<file path="src/rtl/opd_pkg.sv">
// Package of the oscillation peak detector: field widths, register indexes,
// reset values and the configuration struct.
// Depends on nothing; every other file of the block imports it.
package opd_pkg;

   localparam int THRESHOLD_BITS  = 15;
   localparam int MIN_PEAKS_BITS  = 8;
   localparam int DURATION_BITS   = 16;
   localparam int PEAK_COUNT_BITS = 16;
   localparam int PERIOD_BITS     = 16;
   localparam int AMPLITUDE_BITS  = 15;
   localparam int CSR_INDEX_BITS  = 2;
   localparam int CSR_DATA_BITS   = 16;

   // Shortest record for which a verdict is computed.
   localparam int MIN_RECORD = 10;

   localparam logic [PEAK_COUNT_BITS-1:0] PEAK_COUNT_MAX = 16'hFFFF;
   localparam logic [PERIOD_BITS-1:0]     PERIOD_MAX     = 16'hFFFF;
   localparam logic [AMPLITUDE_BITS-1:0]  AMPLITUDE_MAX  = 15'h7FFF;

   localparam logic [CSR_INDEX_BITS-1:0] CSR_AMPLITUDE_THRESHOLD = 2'd0;
   localparam logic [CSR_INDEX_BITS-1:0] CSR_MIN_PEAK_COUNT      = 2'd1;
   localparam logic [CSR_INDEX_BITS-1:0] CSR_RECORD_DURATION_MS  = 2'd2;

   localparam logic [THRESHOLD_BITS-1:0] THRESHOLD_RESET = 15'd26;
   localparam logic [MIN_PEAKS_BITS-1:0] MIN_PEAKS_RESET = 8'd3;
   localparam logic [DURATION_BITS-1:0]  DURATION_RESET  = 16'd20000;

   typedef struct packed {
      logic [THRESHOLD_BITS-1:0] amplitude_threshold;
      logic [MIN_PEAKS_BITS-1:0] min_peak_count;
      logic [DURATION_BITS-1:0]  record_duration_ms;
   } cfg_type;

endpackage

</file>
<file path="src/rtl/oscillation_peak_detector.sv">
// Oscillation peak detector, top level.
// Samples enter on a queue-style port: a transfer happens when req_push is
// high and req_full is low. req_last_sample closes a record; only that
// sample produces a result. Results leave on a queue-style port: the oldest
// result stands on the rsp_ ports while rsp_empty is low, and a transfer
// happens when rsp_pop is high and rsp_empty is low.
// The front end takes one sample every cycle while req_full is low. Each
// closed record goes into a two-entry queue; for a qualifying record the
// back end then runs three multiplies and two divisions on a shared
// restoring divider of DIV_BITS bits, one quotient bit a cycle, and any
// other record goes straight to the result. Records that close faster than
// the back end finishes them fill the queue, and req_full holds off input.
// When the receiver does not pop, the result waits in its register, the
// back end finishes the next record and waits, and the queue fills.
// Reset (synchronous, active high) clears all record state and the queues
// and loads the configuration registers with their defaults. Registers are
// written through csr_write, csr_index and csr_data; the user must write
// them only while the block is idle, and the block does not enforce this.
// Depends on opd_pkg, opd_front, opd_queue, opd_divider and opd_back.
module oscillation_peak_detector import opd_pkg::*; #(
   parameter int MAX_SAMPLES = 65535,
   parameter int SAMPLE_BITS = 16
) (
   input  logic                       clock,
   input  logic                       reset,
   input  logic                       req_push,
   output logic                       req_full,
   input  logic [SAMPLE_BITS-1:0]     req_error_sample,
   input  logic                       req_last_sample,
   output logic                       rsp_empty,
   input  logic                       rsp_pop,
   output logic                       rsp_oscillating,
   output logic [PERIOD_BITS-1:0]     rsp_period_ms,
   output logic [AMPLITUDE_BITS-1:0]  rsp_mean_amplitude,
   output logic [PEAK_COUNT_BITS-1:0] rsp_peak_count,
   input  logic                       csr_write,
   input  logic [CSR_INDEX_BITS-1:0]  csr_index,
   input  logic [CSR_DATA_BITS-1:0]   csr_data
);

   localparam int IDX_BITS = $clog2(MAX_SAMPLES + 1);
   localparam int SUM_BITS = SAMPLE_BITS - 1 + PEAK_COUNT_BITS;
   localparam int REC_BITS = 3 * IDX_BITS + PEAK_COUNT_BITS + SUM_BITS;

   cfg_type             cfg_ff, cfg_in;
   logic                q_push, q_full, q_pop, q_empty;
   logic [REC_BITS-1:0] q_push_data, q_pop_data;

   always_comb begin
      cfg_in = cfg_ff;
      if (csr_write) begin
         case (csr_index)
            CSR_AMPLITUDE_THRESHOLD: cfg_in.amplitude_threshold = csr_data[THRESHOLD_BITS-1:0];
            CSR_MIN_PEAK_COUNT:      cfg_in.min_peak_count      = csr_data[MIN_PEAKS_BITS-1:0];
            CSR_RECORD_DURATION_MS:  cfg_in.record_duration_ms  = csr_data[DURATION_BITS-1:0];
            default:                 cfg_in = cfg_ff;
         endcase
      end
   end

   always_ff @(posedge clock) begin
      if (reset) begin
         cfg_ff.amplitude_threshold <= THRESHOLD_RESET;
         cfg_ff.min_peak_count      <= MIN_PEAKS_RESET;
         cfg_ff.record_duration_ms  <= DURATION_RESET;
      end else begin
         cfg_ff <= cfg_in;
      end
   end

   opd_front #(
      .SAMPLE_BITS (SAMPLE_BITS),
      .IDX_BITS    (IDX_BITS),
      .SUM_BITS    (SUM_BITS),
      .REC_BITS    (REC_BITS),
      .MAX_SAMPLES (MAX_SAMPLES)
   ) u_front (
      .clock            (clock),
      .reset            (reset),
      .cfg              (cfg_ff),
      .req_push         (req_push),
      .req_full         (req_full),
      .req_error_sample (req_error_sample),
      .req_last_sample  (req_last_sample),
      .q_push           (q_push),
      .q_full           (q_full),
      .q_data           (q_push_data)
   );

   opd_queue #(
      .WIDTH (REC_BITS)
   ) u_queue (
      .clock     (clock),
      .reset     (reset),
      .push      (q_push),
      .push_data (q_push_data),
      .full      (q_full),
      .pop       (q_pop),
      .empty     (q_empty),
      .pop_data  (q_pop_data)
   );

   opd_back #(
      .IDX_BITS (IDX_BITS),
      .SUM_BITS (SUM_BITS),
      .REC_BITS (REC_BITS)
   ) u_back (
      .clock              (clock),
      .reset              (reset),
      .cfg                (cfg_ff),
      .q_pop              (q_pop),
      .q_empty            (q_empty),
      .q_data             (q_pop_data),
      .rsp_empty          (rsp_empty),
      .rsp_pop            (rsp_pop),
      .rsp_oscillating    (rsp_oscillating),
      .rsp_period_ms      (rsp_period_ms),
      .rsp_mean_amplitude (rsp_mean_amplitude),
      .rsp_peak_count     (rsp_peak_count)
   );

`ifndef ASSERT_OFF
   // A record enters the queue only with the transfer of a closing sample.
   a_push_on_last: assert property (@(posedge clock) disable iff (reset)
      q_push |-> (req_push && !req_full && req_last_sample))
      else $error("record queued without a closing sample transfer");

   // The back end never takes a record from an empty queue.
   a_pop_not_empty: assert property (@(posedge clock) disable iff (reset)
      q_pop |-> !q_empty)
      else $error("record taken from an empty queue");

   // The queue is never written while full.
   a_push_not_full: assert property (@(posedge clock) disable iff (reset)
      q_push |-> !q_full)
      else $error("record pushed into a full queue");

   // No result survives a reset.
   a_reset_empty: assert property (@(posedge clock)
      reset |=> rsp_empty)
      else $error("result pending right after reset");
`endif

endmodule

</file>
<file path="src/rtl/opd_front.sv">
// Front end of the oscillation peak detector: takes one sample per cycle while
// the record queue is not full, finds peaks and hands a summary of each closed
// record to the record queue. Depends on opd_pkg.
module opd_front import opd_pkg::*; #(
   parameter int SAMPLE_BITS = 16,
   parameter int IDX_BITS    = 16,
   parameter int SUM_BITS    = 31,
   parameter int REC_BITS    = 95,
   parameter int MAX_SAMPLES = 65535
) (
   input  logic                   clock,
   input  logic                   reset,
   input  cfg_type                cfg,
   input  logic                   req_push,
   output logic                   req_full,
   input  logic [SAMPLE_BITS-1:0] req_error_sample,
   input  logic                   req_last_sample,
   output logic                   q_push,
   input  logic                   q_full,
   output logic [REC_BITS-1:0]    q_data
);

   localparam int CMP_BITS = (SAMPLE_BITS > THRESHOLD_BITS + 1) ? SAMPLE_BITS
                                                               : THRESHOLD_BITS + 1;
   localparam logic [IDX_BITS-1:0] COUNT_MAX = IDX_BITS'(MAX_SAMPLES);

   logic signed [SAMPLE_BITS-1:0] prev_ff, prev_in, older_ff, older_in, sample;
   logic [IDX_BITS-1:0]           count_ff, count_in, count_nx;
   logic [IDX_BITS-1:0]           first_ff, first_in, first_nx;
   logic [IDX_BITS-1:0]           lastpk_ff, lastpk_in, lastpk_nx;
   logic [PEAK_COUNT_BITS-1:0]    peaks_ff, peaks_in, peaks_nx;
   logic [SUM_BITS-1:0]           sum_ff, sum_in, sum_nx;
   logic signed [CMP_BITS-1:0]    mid_ext, thr_ext;
   logic                          accept, is_peak;

   assign sample   = req_error_sample;
   assign req_full = q_full;
   assign accept   = req_push && !q_full;

   assign mid_ext = CMP_BITS'(prev_ff);
   assign thr_ext = $signed(CMP_BITS'(cfg.amplitude_threshold));

   // The middle sample of the last three is a peak when it is a strict local
   // maximum above the threshold.
   assign is_peak = (count_ff >= IDX_BITS'(2)) && (prev_ff > older_ff) && (prev_ff > sample)
                    && (mid_ext > thr_ext) && (peaks_ff != PEAK_COUNT_MAX);

   always_comb begin
      first_nx  = (is_peak && peaks_ff == '0) ? count_ff - IDX_BITS'(1) : first_ff;
      lastpk_nx = is_peak ? count_ff - IDX_BITS'(1) : lastpk_ff;
      peaks_nx  = is_peak ? peaks_ff + PEAK_COUNT_BITS'(1) : peaks_ff;
      sum_nx    = is_peak ? sum_ff + SUM_BITS'(prev_ff[SAMPLE_BITS-2:0]) : sum_ff;
      count_nx  = (count_ff != COUNT_MAX) ? count_ff + IDX_BITS'(1) : count_ff;
   end

   assign q_push = accept && req_last_sample;
   assign q_data = {count_nx, peaks_nx, first_nx, lastpk_nx, sum_nx};

   always_comb begin
      prev_in   = prev_ff;
      older_in  = older_ff;
      count_in  = count_ff;
      first_in  = first_ff;
      lastpk_in = lastpk_ff;
      peaks_in  = peaks_ff;
      sum_in    = sum_ff;
      if (accept) begin
         if (req_last_sample) begin
            prev_in   = '0;
            older_in  = '0;
            count_in  = '0;
            first_in  = '0;
            lastpk_in = '0;
            peaks_in  = '0;
            sum_in    = '0;
         end else begin
            prev_in   = sample;
            older_in  = prev_ff;
            count_in  = count_nx;
            first_in  = first_nx;
            lastpk_in = lastpk_nx;
            peaks_in  = peaks_nx;
            sum_in    = sum_nx;
         end
      end
   end

   always_ff @(posedge clock) begin
      if (reset) begin
         prev_ff   <= '0;
         older_ff  <= '0;
         count_ff  <= '0;
         first_ff  <= '0;
         lastpk_ff <= '0;
         peaks_ff  <= '0;
         sum_ff    <= '0;
      end else begin
         prev_ff   <= prev_in;
         older_ff  <= older_in;
         count_ff  <= count_in;
         first_ff  <= first_in;
         lastpk_ff <= lastpk_in;
         peaks_ff  <= peaks_in;
         sum_ff    <= sum_in;
      end
   end

endmodule

</file>
<file path="src/rtl/opd_queue.sv">
// Two-entry record queue between the front end and the back end of the
// oscillation peak detector. Depends on opd_pkg only by convention of the
// project; it carries an opaque record word.
module opd_queue import opd_pkg::*; #(
   parameter int WIDTH = 95
) (
   input  logic             clock,
   input  logic             reset,
   input  logic             push,
   input  logic [WIDTH-1:0] push_data,
   output logic             full,
   input  logic             pop,
   output logic             empty,
   output logic [WIDTH-1:0] pop_data
);

   logic [WIDTH-1:0] entry_ff [2];
   logic             wr_ptr_ff, wr_ptr_in, rd_ptr_ff, rd_ptr_in;
   logic [1:0]       fill_ff, fill_in;
   logic             do_push, do_pop;

   assign full     = (fill_ff == 2'd2);
   assign empty    = (fill_ff == 2'd0);
   assign pop_data = entry_ff[rd_ptr_ff];
   assign do_push  = push && !full;
   assign do_pop   = pop && !empty;

   always_comb begin
      wr_ptr_in = do_push ? !wr_ptr_ff : wr_ptr_ff;
      rd_ptr_in = do_pop ? !rd_ptr_ff : rd_ptr_ff;
      fill_in   = fill_ff;
      if (do_push && !do_pop) begin
         fill_in = fill_ff + 2'd1;
      end else if (do_pop && !do_push) begin
         fill_in = fill_ff - 2'd1;
      end
   end

   always_ff @(posedge clock) begin
      if (reset) begin
         wr_ptr_ff <= 1'b0;
         rd_ptr_ff <= 1'b0;
         fill_ff   <= 2'd0;
      end else begin
         wr_ptr_ff <= wr_ptr_in;
         rd_ptr_ff <= rd_ptr_in;
         fill_ff   <= fill_in;
      end
   end

   always_ff @(posedge clock) begin
      if (do_push) begin
         entry_ff[wr_ptr_ff] <= push_data;
      end
   end

endmodule

</file>
<file path="src/rtl/opd_divider.sv">
// Restoring radix-2 divider of the oscillation peak detector: one quotient
// bit per cycle. Depends on opd_pkg.
module opd_divider import opd_pkg::*; #(
   parameter int WIDTH = 32
) (
   input  logic             clock,
   input  logic             reset,
   input  logic             start,
   input  logic [WIDTH-1:0] dividend,
   input  logic [WIDTH-1:0] divisor,
   output logic             done,
   output logic [WIDTH-1:0] quotient
);

   localparam int CNT_BITS = $clog2(WIDTH + 1);

   logic                busy_ff, busy_in, done_ff, done_in;
   logic [CNT_BITS-1:0] count_ff, count_in;
   logic [WIDTH-1:0]    quo_ff, quo_in, rem_ff, rem_in, div_ff, div_in;
   logic [WIDTH:0]      rem_shift;
   logic [WIDTH+1:0]    diff;
   logic                take;

   assign rem_shift = {rem_ff, quo_ff[WIDTH-1]};
   assign diff      = {1'b0, rem_shift} - {2'b00, div_ff};
   assign take      = !diff[WIDTH+1];
   assign done      = done_ff;
   assign quotient  = quo_ff;

   always_comb begin
      busy_in  = busy_ff;
      done_in  = 1'b0;
      count_in = count_ff;
      quo_in   = quo_ff;
      rem_in   = rem_ff;
      div_in   = div_ff;
      if (start) begin
         busy_in  = 1'b1;
         count_in = CNT_BITS'(WIDTH);
         quo_in   = dividend;
         rem_in   = '0;
         div_in   = divisor;
      end else if (busy_ff) begin
         quo_in   = {quo_ff[WIDTH-2:0], take};
         // The partial remainder stays below the divisor, so it fits WIDTH bits.
         rem_in   = take ? diff[WIDTH-1:0] : rem_shift[WIDTH-1:0];
         count_in = count_ff - CNT_BITS'(1);
         if (count_ff == CNT_BITS'(1)) begin
            busy_in = 1'b0;
            done_in = 1'b1;
         end
      end
   end

   always_ff @(posedge clock) begin
      if (reset) begin
         busy_ff <= 1'b0;
         done_ff <= 1'b0;
      end else begin
         busy_ff <= busy_in;
         done_ff <= done_in;
      end
   end

   always_ff @(posedge clock) begin
      count_ff <= count_in;
      quo_ff   <= quo_in;
      rem_ff   <= rem_in;
      div_ff   <= div_in;
   end

endmodule

</file>
<file path="src/rtl/opd_back.sv">
// Back end of the oscillation peak detector: takes record summaries from the
// queue, computes verdict, period and mean amplitude, and holds the result.
// Depends on opd_pkg and opd_divider.
module opd_back import opd_pkg::*; #(
   parameter int IDX_BITS = 16,
   parameter int SUM_BITS = 31,
   parameter int REC_BITS = 95
) (
   input  logic                       clock,
   input  logic                       reset,
   input  cfg_type                    cfg,
   output logic                       q_pop,
   input  logic                       q_empty,
   input  logic [REC_BITS-1:0]        q_data,
   output logic                       rsp_empty,
   input  logic                       rsp_pop,
   output logic                       rsp_oscillating,
   output logic [PERIOD_BITS-1:0]     rsp_period_ms,
   output logic [AMPLITUDE_BITS-1:0]  rsp_mean_amplitude,
   output logic [PEAK_COUNT_BITS-1:0] rsp_peak_count
);

   localparam int NUM_BITS  = IDX_BITS + DURATION_BITS;
   localparam int PROD_BITS = THRESHOLD_BITS + PEAK_COUNT_BITS;
   localparam int DIV_BITS  = (NUM_BITS > SUM_BITS) ? NUM_BITS : SUM_BITS;
   localparam int CMP_BITS  = (PROD_BITS > SUM_BITS) ? PROD_BITS : SUM_BITS;
   localparam logic [IDX_BITS-1:0] RECORD_MIN = IDX_BITS'(MIN_RECORD);

   typedef enum logic [6:0] {
      S_IDLE    = 7'b0000001,
      S_MUL_NUM = 7'b0000010,
      S_MUL_DEN = 7'b0000100,
      S_MUL_THR = 7'b0001000,
      S_DIV_PER = 7'b0010000,
      S_DIV_AMP = 7'b0100000,
      S_DONE    = 7'b1000000
   } back_state_type;

   back_state_type state_ff, state_in;

   logic [IDX_BITS-1:0]        rec_n, rec_first, rec_last;
   logic [PEAK_COUNT_BITS-1:0] rec_cnt;
   logic [SUM_BITS-1:0]        rec_sum;

   logic [IDX_BITS-1:0]        n_ff, n_in, first_ff, first_in, last_ff, last_in;
   logic [PEAK_COUNT_BITS-1:0] cnt_ff, cnt_in;
   logic [SUM_BITS-1:0]        sum_ff, sum_in;
   logic                       qual_ff, qual_in;
   logic [NUM_BITS-1:0]        num_ff, num_in, den_ff, den_in;
   logic [PROD_BITS-1:0]       prod_ff, prod_in;
   logic [PERIOD_BITS-1:0]     period_ff, period_in, period_sat;
   logic [AMPLITUDE_BITS-1:0]  amp_ff, amp_in, amp_sat;

   logic                       rsp_valid_ff, rsp_valid_in;
   logic                       rsp_osc_ff, rsp_osc_in;
   logic [PERIOD_BITS-1:0]     rsp_period_ff, rsp_period_in;
   logic [AMPLITUDE_BITS-1:0]  rsp_amp_ff, rsp_amp_in;
   logic [PEAK_COUNT_BITS-1:0] rsp_cnt_ff, rsp_cnt_in;

   logic                       div_start, div_done;
   logic [DIV_BITS-1:0]        div_dividend, div_divisor, div_quotient;
   logic                       out_take, osc;

   assign rec_sum   = q_data[SUM_BITS-1:0];
   assign rec_last  = q_data[SUM_BITS +: IDX_BITS];
   assign rec_first = q_data[SUM_BITS+IDX_BITS +: IDX_BITS];
   assign rec_cnt   = q_data[SUM_BITS+2*IDX_BITS +: PEAK_COUNT_BITS];
   assign rec_n     = q_data[REC_BITS-1 -: IDX_BITS];

   // The divider serves the period while the products are ready, then the
   // mean amplitude.
   assign div_dividend = (state_ff == S_MUL_THR) ? DIV_BITS'(num_ff) : DIV_BITS'(sum_ff);
   assign div_divisor  = (state_ff == S_MUL_THR) ? DIV_BITS'(den_ff) : DIV_BITS'(cnt_ff);

   opd_divider #(
      .WIDTH (DIV_BITS)
   ) u_divider (
      .clock    (clock),
      .reset    (reset),
      .start    (div_start),
      .dividend (div_dividend),
      .divisor  (div_divisor),
      .done     (div_done),
      .quotient (div_quotient)
   );

   assign period_sat = (div_quotient > DIV_BITS'(PERIOD_MAX)) ? PERIOD_MAX
                                                             : div_quotient[PERIOD_BITS-1:0];
   assign amp_sat    = (div_quotient > DIV_BITS'(AMPLITUDE_MAX)) ? AMPLITUDE_MAX
                                                                : div_quotient[AMPLITUDE_BITS-1:0];
   assign osc        = qual_ff && (CMP_BITS'(sum_ff) > CMP_BITS'(prod_ff));
   assign out_take   = rsp_pop && rsp_valid_ff;

   always_comb begin
      state_in      = state_ff;
      q_pop         = 1'b0;
      div_start     = 1'b0;
      n_in          = n_ff;
      first_in      = first_ff;
      last_in       = last_ff;
      cnt_in        = cnt_ff;
      sum_in        = sum_ff;
      qual_in       = qual_ff;
      num_in        = num_ff;
      den_in        = den_ff;
      prod_in       = prod_ff;
      period_in     = period_ff;
      amp_in        = amp_ff;
      rsp_valid_in  = rsp_valid_ff && !out_take;
      rsp_osc_in    = rsp_osc_ff;
      rsp_period_in = rsp_period_ff;
      rsp_amp_in    = rsp_amp_ff;
      rsp_cnt_in    = rsp_cnt_ff;
      case (state_ff)
         S_IDLE: begin
            if (!q_empty) begin
               q_pop     = 1'b1;
               n_in      = rec_n;
               first_in  = rec_first;
               last_in   = rec_last;
               cnt_in    = rec_cnt;
               sum_in    = rec_sum;
               period_in = '0;
               amp_in    = '0;
               qual_in   = (rec_n >= RECORD_MIN)
                           && (rec_cnt >= PEAK_COUNT_BITS'(cfg.min_peak_count))
                           && (rec_cnt >= PEAK_COUNT_BITS'(2));
               state_in  = qual_in ? S_MUL_NUM : S_DONE;
            end
         end
         S_MUL_NUM: begin
            num_in   = NUM_BITS'(last_ff - first_ff) * NUM_BITS'(cfg.record_duration_ms);
            state_in = S_MUL_DEN;
         end
         S_MUL_DEN: begin
            den_in   = NUM_BITS'(n_ff) * NUM_BITS'(cnt_ff - PEAK_COUNT_BITS'(1));
            state_in = S_MUL_THR;
         end
         S_MUL_THR: begin
            prod_in   = PROD_BITS'(cfg.amplitude_threshold) * PROD_BITS'(cnt_ff);
            div_start = 1'b1;
            state_in  = S_DIV_PER;
         end
         S_DIV_PER: begin
            if (div_done) begin
               period_in = period_sat;
               div_start = 1'b1;
               state_in  = S_DIV_AMP;
            end
         end
         S_DIV_AMP: begin
            if (div_done) begin
               amp_in   = amp_sat;
               state_in = S_DONE;
            end
         end
         S_DONE: begin
            // The result register frees up in the same cycle as its transfer.
            if (!rsp_valid_ff || out_take) begin
               rsp_valid_in  = 1'b1;
               rsp_osc_in    = osc;
               rsp_period_in = period_ff;
               rsp_amp_in    = amp_ff;
               rsp_cnt_in    = cnt_ff;
               state_in      = S_IDLE;
            end
         end
         default: begin
            state_in = S_IDLE;
         end
      endcase
   end

   always_ff @(posedge clock) begin
      if (reset) begin
         state_ff     <= S_IDLE;
         rsp_valid_ff <= 1'b0;
      end else begin
         state_ff     <= state_in;
         rsp_valid_ff <= rsp_valid_in;
      end
   end

   always_ff @(posedge clock) begin
      n_ff          <= n_in;
      first_ff      <= first_in;
      last_ff       <= last_in;
      cnt_ff        <= cnt_in;
      sum_ff        <= sum_in;
      qual_ff       <= qual_in;
      num_ff        <= num_in;
      den_ff        <= den_in;
      prod_ff       <= prod_in;
      period_ff     <= period_in;
      amp_ff        <= amp_in;
      rsp_osc_ff    <= rsp_osc_in;
      rsp_period_ff <= rsp_period_in;
      rsp_amp_ff    <= rsp_amp_in;
      rsp_cnt_ff    <= rsp_cnt_in;
   end

   assign rsp_empty          = !rsp_valid_ff;
   assign rsp_oscillating    = rsp_osc_ff;
   assign rsp_period_ms      = rsp_period_ff;
   assign rsp_mean_amplitude = rsp_amp_ff;
   assign rsp_peak_count     = rsp_cnt_ff;

endmodule

</file>
<file path="config.mk">
export PLATFORM = sky130hd
export DESIGN_NAME = oscillation_peak_detector
export DESIGN_NICKNAME = d
export VERILOG_FILES = /design/src/rtl/opd_pkg.sv /design/src/rtl/oscillation_peak_detector.sv /design/src/rtl/opd_front.sv /design/src/rtl/opd_queue.sv /design/src/rtl/opd_divider.sv /design/src/rtl/opd_back.sv
export SDC_FILE = /design/constraint.sdc
export NUM_CORES = 2
export LEC_CHECK = 0
export BUFFER_PORTS_ARGS = -buffer_cell sky130_fd_sc_hd__buf_4
export CORE_MARGIN = 5
export CORE_UTILIZATION = 59
export DETAILED_ROUTE_END_ITERATION = 8
export GPL_ROUTABILITY_DRIVEN = 0
export GPL_TIMING_DRIVEN = 0
export PLACE_DENSITY = 0.78
export SLEW_MARGIN = 20
export SYNTH_ARGS = -nofsm -noshare
export SYNTH_HDL_FRONTEND = slang
export SYNTH_HIERARCHICAL = 1
export SYNTH_SLANG_ARGS = --single-unit
</file>
<file path="constraint.sdc">
create_clock -name clock -period 7.81 [get_ports clock]
set_clock_uncertainty 0.15 [all_clocks]
set_input_delay 1.562 -clock clock [delete_from_list [all_inputs] [get_ports clock]]
set_output_delay 1.562 -clock clock [all_outputs]
set_load 0.02 [all_outputs]
</file>
**Yosys cells after proc, flatten, opt, wreduce, memory -nomap -nowiden**

Memories as Yosys holds them, arrays and structs flattened. A register that Yosys moved wholly into a read port is not among the register bits.
Index checks and enable logic that the tools add are counted.

- Input bits: 40
- RAM bits: 190
- Bits in latches: 0
- Bits in read-only memories: 0
- Memories kept: 1
- Output and inout bits: 50
- Register bits: 552

- Multiplexer cells: 47
- Multipliers: 3
- Equal/unequal tests: 17
- Shift operators: 0
- Magnitude comparators: 10
- Bitwise gates (word level): 2
- $add $sub $neg: 10
- Reduce and logical (&&, ||, !) cells: 42
- Div/mod/pow operators: 0

Memories:

| memory | depth | width | read ports | clocked after memory_dff | write ports | RTL line | source |
|---|---|---|---|---|---|---|---|
| u_queue.entry_ff | 2 | 95 | 1 | 1 | 1 | opd_queue.sv:17 | `logic [WIDTH-1:0] entry_ff [2];` |

Operator list:

| cell | number |
|---|---|
| 16-bit two-way mux | 14 |
| 32-bit two-way mux | 4 |
| 31-bit two-way mux | 2 |
| 7-bit case mux with 7 select lines | 1 |
| 16-bit > comparator | 3 |
| 15-bit two-way mux | 3 |
| 7-bit two-way mux | 5 |
| 33-bit by 32-bit subtractor with 34-bit output | 1 |
| 16-bit by 1-bit adder with 16-bit output, second input constant | 2 |
| 16-bit by 2-bit >= comparator with 1-bit output, second input constant | 2 |
| 32-bit by 15-bit > comparator with 1-bit output, second input constant | 1 |
| 32-bit by 16-bit > comparator with 1-bit output, second input constant | 1 |
| 16-bit by 32-bit multiplier with 32-bit output | 1 |
| 32-bit by 16-bit multiplier with 32-bit output | 1 |
| 16-bit != test, second input constant | 2 |
| 16-bit case mux with 2 select lines | 1 |
| 31-bit by 15-bit adder with 31-bit output | 1 |
| 31-bit > comparator | 1 |
| 15-bit by 16-bit multiplier with 31-bit output | 1 |
| 15-bit case mux with 2 select lines | 1 |
| 16-bit by 1-bit subtractor with 17-bit output, second input constant | 1 |
| 16-bit by 16-bit subtractor with 17-bit output | 1 |
| 16-bit by 4-bit >= comparator with 1-bit output, second input constant | 1 |
| 16-bit by 8-bit >= comparator with 1-bit output | 1 |
| other kinds (30) | 79 |

**Longest topological paths before layout**

- Depth in word-level cells: 9
- Gate-level depth with buffers: 33
- Gate-level depth less buffers: 32

**By module**

The synthesis kept the hierarchy.

By module, submodules not included:

| module | instances | cells an instance | area each (sq um) |
|---|---|---|---|
| opd_back | 1 | 3852 | 38622.0 |
| opd_front | 1 | 1076 | 8546.9 |
| opd_queue | 1 | 321 | 7327.0 |
| opd_divider | 1 | 586 | 6005.8 |
| oscillation_peak_detector | 1 | 159 | 1625.3 |

**Worst setup path after synthesis**

No wires, ideal clock.

- Path type: reg-to-reg
- From: register u_back.first_ff[0]
- To: register u_back.num_ff[31] (data pin)
- Setup time: 268 ps
- Buffers on the path: 1
- Period minus slack after synthesis: 8194 ps
- Stages on the path, launching flop included: 31
- Path slack: -384 ps
- Data arrival time: 7776 ps
- Cell sequence: edfxtp_1 > ha_1 > fa_1 > nand2b_1 > a21boi_1 > o21ai_0 > a2111oi_2 > nor3_1 > nor2_1 > xnor2_1 > clkbuf_1 > nand2_1 > fa_1 > fa_1 > fa_1 > inv_1 > fa_1 > fa_1 > inv_1 > fa_1 > inv_1 > ha_1 > a211oi_1 > o21ai_0 > a21o_1 > a32oi_2 > nor3_1 > nor4_2 > o21ai_1 > o41ai_2 > xnor3_1

- Longest elaborated chain between the ends: 2

RTL lines:

| what | RTL line | source |
|---|---|---|
| start, declared | opd_back.sv:45 | `logic [IDX_BITS-1:0] n_ff, n_in, first_ff, first_in, last_ff, last_in;` |
| start signal, assigned | opd_back.sv:186 | `first_ff <= first_in;` |
| 16-bit by 16-bit subtractor with 17-bit output | opd_back.sv:132 | `num_in = NUM_BITS'(last_ff - first_ff) * NUM_BITS'(cfg.record_duration_ms);` |
| 32-bit by 16-bit multiplier with 32-bit output | opd_back.sv:132 |  |
| end signal, assigned | opd_back.sv:191 | `num_ff <= num_in;` |
| end, declared | opd_back.sv:49 | `logic [NUM_BITS-1:0] num_ff, num_in, den_ff, den_in;` |

Every way passes these cells.
A chain may end at the register's enable or synchronous reset.

**Worst setup path in the final report**

Ends and elaborated chain as after synthesis.

==> run metrics <==
Antenna Nets Post-Route=0; failing checks=setup timing; NumNets Final=7435; initial antenna violation count=6; setup TNS=-3780 ps; starting density of the core=59.2%; Fill cells=7591; largest net degree at the start of global routing=69; H-tree depth=3; Final Hold Fails=0; Worst-Skew Late Latency=660 ps; Final Max Tran Viols=0; Die Y=335 um; crit path max fanout=6; Placement Setup Slack=-1440 ps; Max transition margin=25.0%; vias in the first global route=46600; row cnt=119; area grow syn2layout=12.3%; commonest non-fill, non-tap cell in the layout=inv_1; placed cell count=7484; port bufs=89; post-synthesis sequential area ratio=32.4%; leading cell types in the layout, fill and taps excluded=inv_1 (953), fa_1 (646), nand2_1 (540); die width=335 um; I/O pin cnt=90; CP Capture Type=flip-flop; number of DRC markers in iteration 0=4409; Mapped Area=62100 um^2; Min-Delay Path Class=flip-flop to flip-flop; critical path arrival=8690 ps; DRT Pass-1 Iters=6; clock tree sinks=743; Worst R2R Setup Slack=-620 ps; maxcap violations=0; Layout Cells excl Fill=7745; Core Area=105000 um^2; TritonCTS clock tree=done; Period minus WS final=8430 ps; Synth Net Count=7145; element type at the critical path start=flip-flop; family with the most delay on the worst path=adder cells; Reg2Reg Depth=33; hold path depth=0; final setup violating endpoints=15; capture point of the worst reg-to-reg path=u_back/num_ff[31]$_DFFE_PP_; average cell area after synthesis=10.4 um^2; vias per inst=5.92; CP max stage delay=580 ps; Synth cell types=101; Crit Path Class=flip-flop to flip-flop; CP most frequent cell=fa_1; CP max-delay cell=fa_1; total CTS buffers=80; fmax=119 MHz; HP Start=u_back/period_ff[9]$_SDFFCE_PP0P_; most used flip-flop cell after synthesis=edfxtp_1; Root Driver=clkbuf_16; Area contributors post-synth=edfxtp_1 (25%), fa_1 (21%), ha_1 (9.1%), dfxtp_1 (7.1%), inv_1 (6.0%); Hold EP=u_back/rsp_period_ms[9]$_DFFE_PP_; first-pass GRT wire length=257 mm; grt total ovfl=0; Final Cycle Share=108%; Yosys Warn Count=6; EDFF count, synth=524; Worst-path clk slew=60 ps; hold_buf cts=0; status=complete, but fails checks; WL final=166 mm; Slew @ Worst Pin=1110 ps; DRC violations left=0; layout cells sized above 1=13.5%; post-synth top area cell=edfxtp_1; Bufs and invs on worst path=6; Cells after Synth=5994; routed len/inst=21.5 um; overall routing resource usage=29.3%; Yosys top cell area share=25.3%; Critical Path RT=8080 ps; die area=112000 um^2; #FFs+latches synth=743; fin worst setup slack=-616 ps; share of flip-flops with an asynchronous set or reset=0%; RSZ-0062 raised after global routing=true; HPWL Detailed=124 mm; reg2reg start=u_back/first_ff[0]$_DFFE_PP_; Max clock buf depth=3; routed via count=45900
## per-stage QoR
step	hold WS, ps	cell area [um^2]	util (%)
floorplan	250	62200	-
global placement	251	64600	61.6
detailed placement	255	64900	61.8
CTS	265	69100	65.8
global route	270	69800	66.5
finish	263	69800	66.5
## layout make-up
| class | instances | area [um^2] | share of cell area [%] |
|---|---|---|---|
| buffer | 250 | 1250 | 1.79 |
| tap | 1391 | 1740 | 2.49 |
| clock buffer | 99 | 2210 | 3.16 |
| clock inverter | 50 | 577 | 0.827 |
| antenna | 3 | 7.51 | 0.0108 |
| timing repair buffer | 212 | 1810 | 2.59 |
| sequential | 743 | 20100 | 28.8 |
| multi-input combinational | 4006 | 38300 | 54.9 |
| inverter | 991 | 3730 | 5.35 |
## Yosys cell counts, drive strengths merged, types with 82 or more instances
cell type    n
ha         452
nand2      551
clkbuf     203
a21oi      183
mux2       211
nand2b      86
o21ai      125
and2       333
xnor2      138
fa         659
nor3        82
dfxtp      219
edfxtp     524
nor2       299
inv        991
nor2b       89
## how the worst max path moves through the flow
stage / start / end / depth (start not counted) / slack (ps)
after floorplan: u_back/first_ff[1]$_DFFE_PP_ / u_back/num_ff[31]$_DFFE_PP_ / 29 / -40
after global placement: u_back/first_ff[1]$_DFFE_PP_ / u_back/num_ff[31]$_DFFE_PP_ / 30 / -1320
after detailed placement: u_back/first_ff[1]$_DFFE_PP_ / u_back/num_ff[31]$_DFFE_PP_ / 30 / -1440
after CTS: u_back/first_ff[0]$_DFFE_PP_ / u_back/num_ff[31]$_DFFE_PP_ / 30 / -550
after global routing: u_back/first_ff[0]$_DFFE_PP_ / u_back/num_ff[31]$_DFFE_PP_ / 33 / -840
final: u_back/first_ff[0]$_DFFE_PP_ / u_back/num_ff[31]$_DFFE_PP_ / 33 / -620
## per-layer routing
metal  track usage (%)  wire length [um]
met5                 0                 0
met4              13.0              8420
met3              6.46             17500
met2              45.4             74600
met1              40.2             65700
## state kept, by name (all words and copies together) (netlist names), 32 cells and up, named ones only
signal / cells
u_queue/entry_ff: 190
u_back/u_divider/quotient: 32
u_back/num_ff: 32
cfg_ff: 39
u_back/u_divider/div_ff: 32
u_back/den_ff: 32
u_back/u_divider/rem_ff: 32
## kinds of logic after synthesis
logic type	after synthesis	synth area share, %
buffers and inverters	1245	7.77
AO/OA/AOI/OAI	717	7.76
flip-flops	743	32.4
adder cells (fa/ha/maj)	1111	30.3
AND/OR/NAND/NOR	1696	13.6
XOR/XNOR	207	2.96
multiplexers	275	5.16
## repair_timing
item / in CTS / in global routing
gates cloned: 0 / 0
buffers inserted: 76 / 41
setup endpoints to repair: 33 / 34
pin swaps: 108 / 136
gates resized for setup: 173 / 141
Power is not shown: default switching activity piles up to over one toggle a cycle in this logic, so the estimate is an artifact.
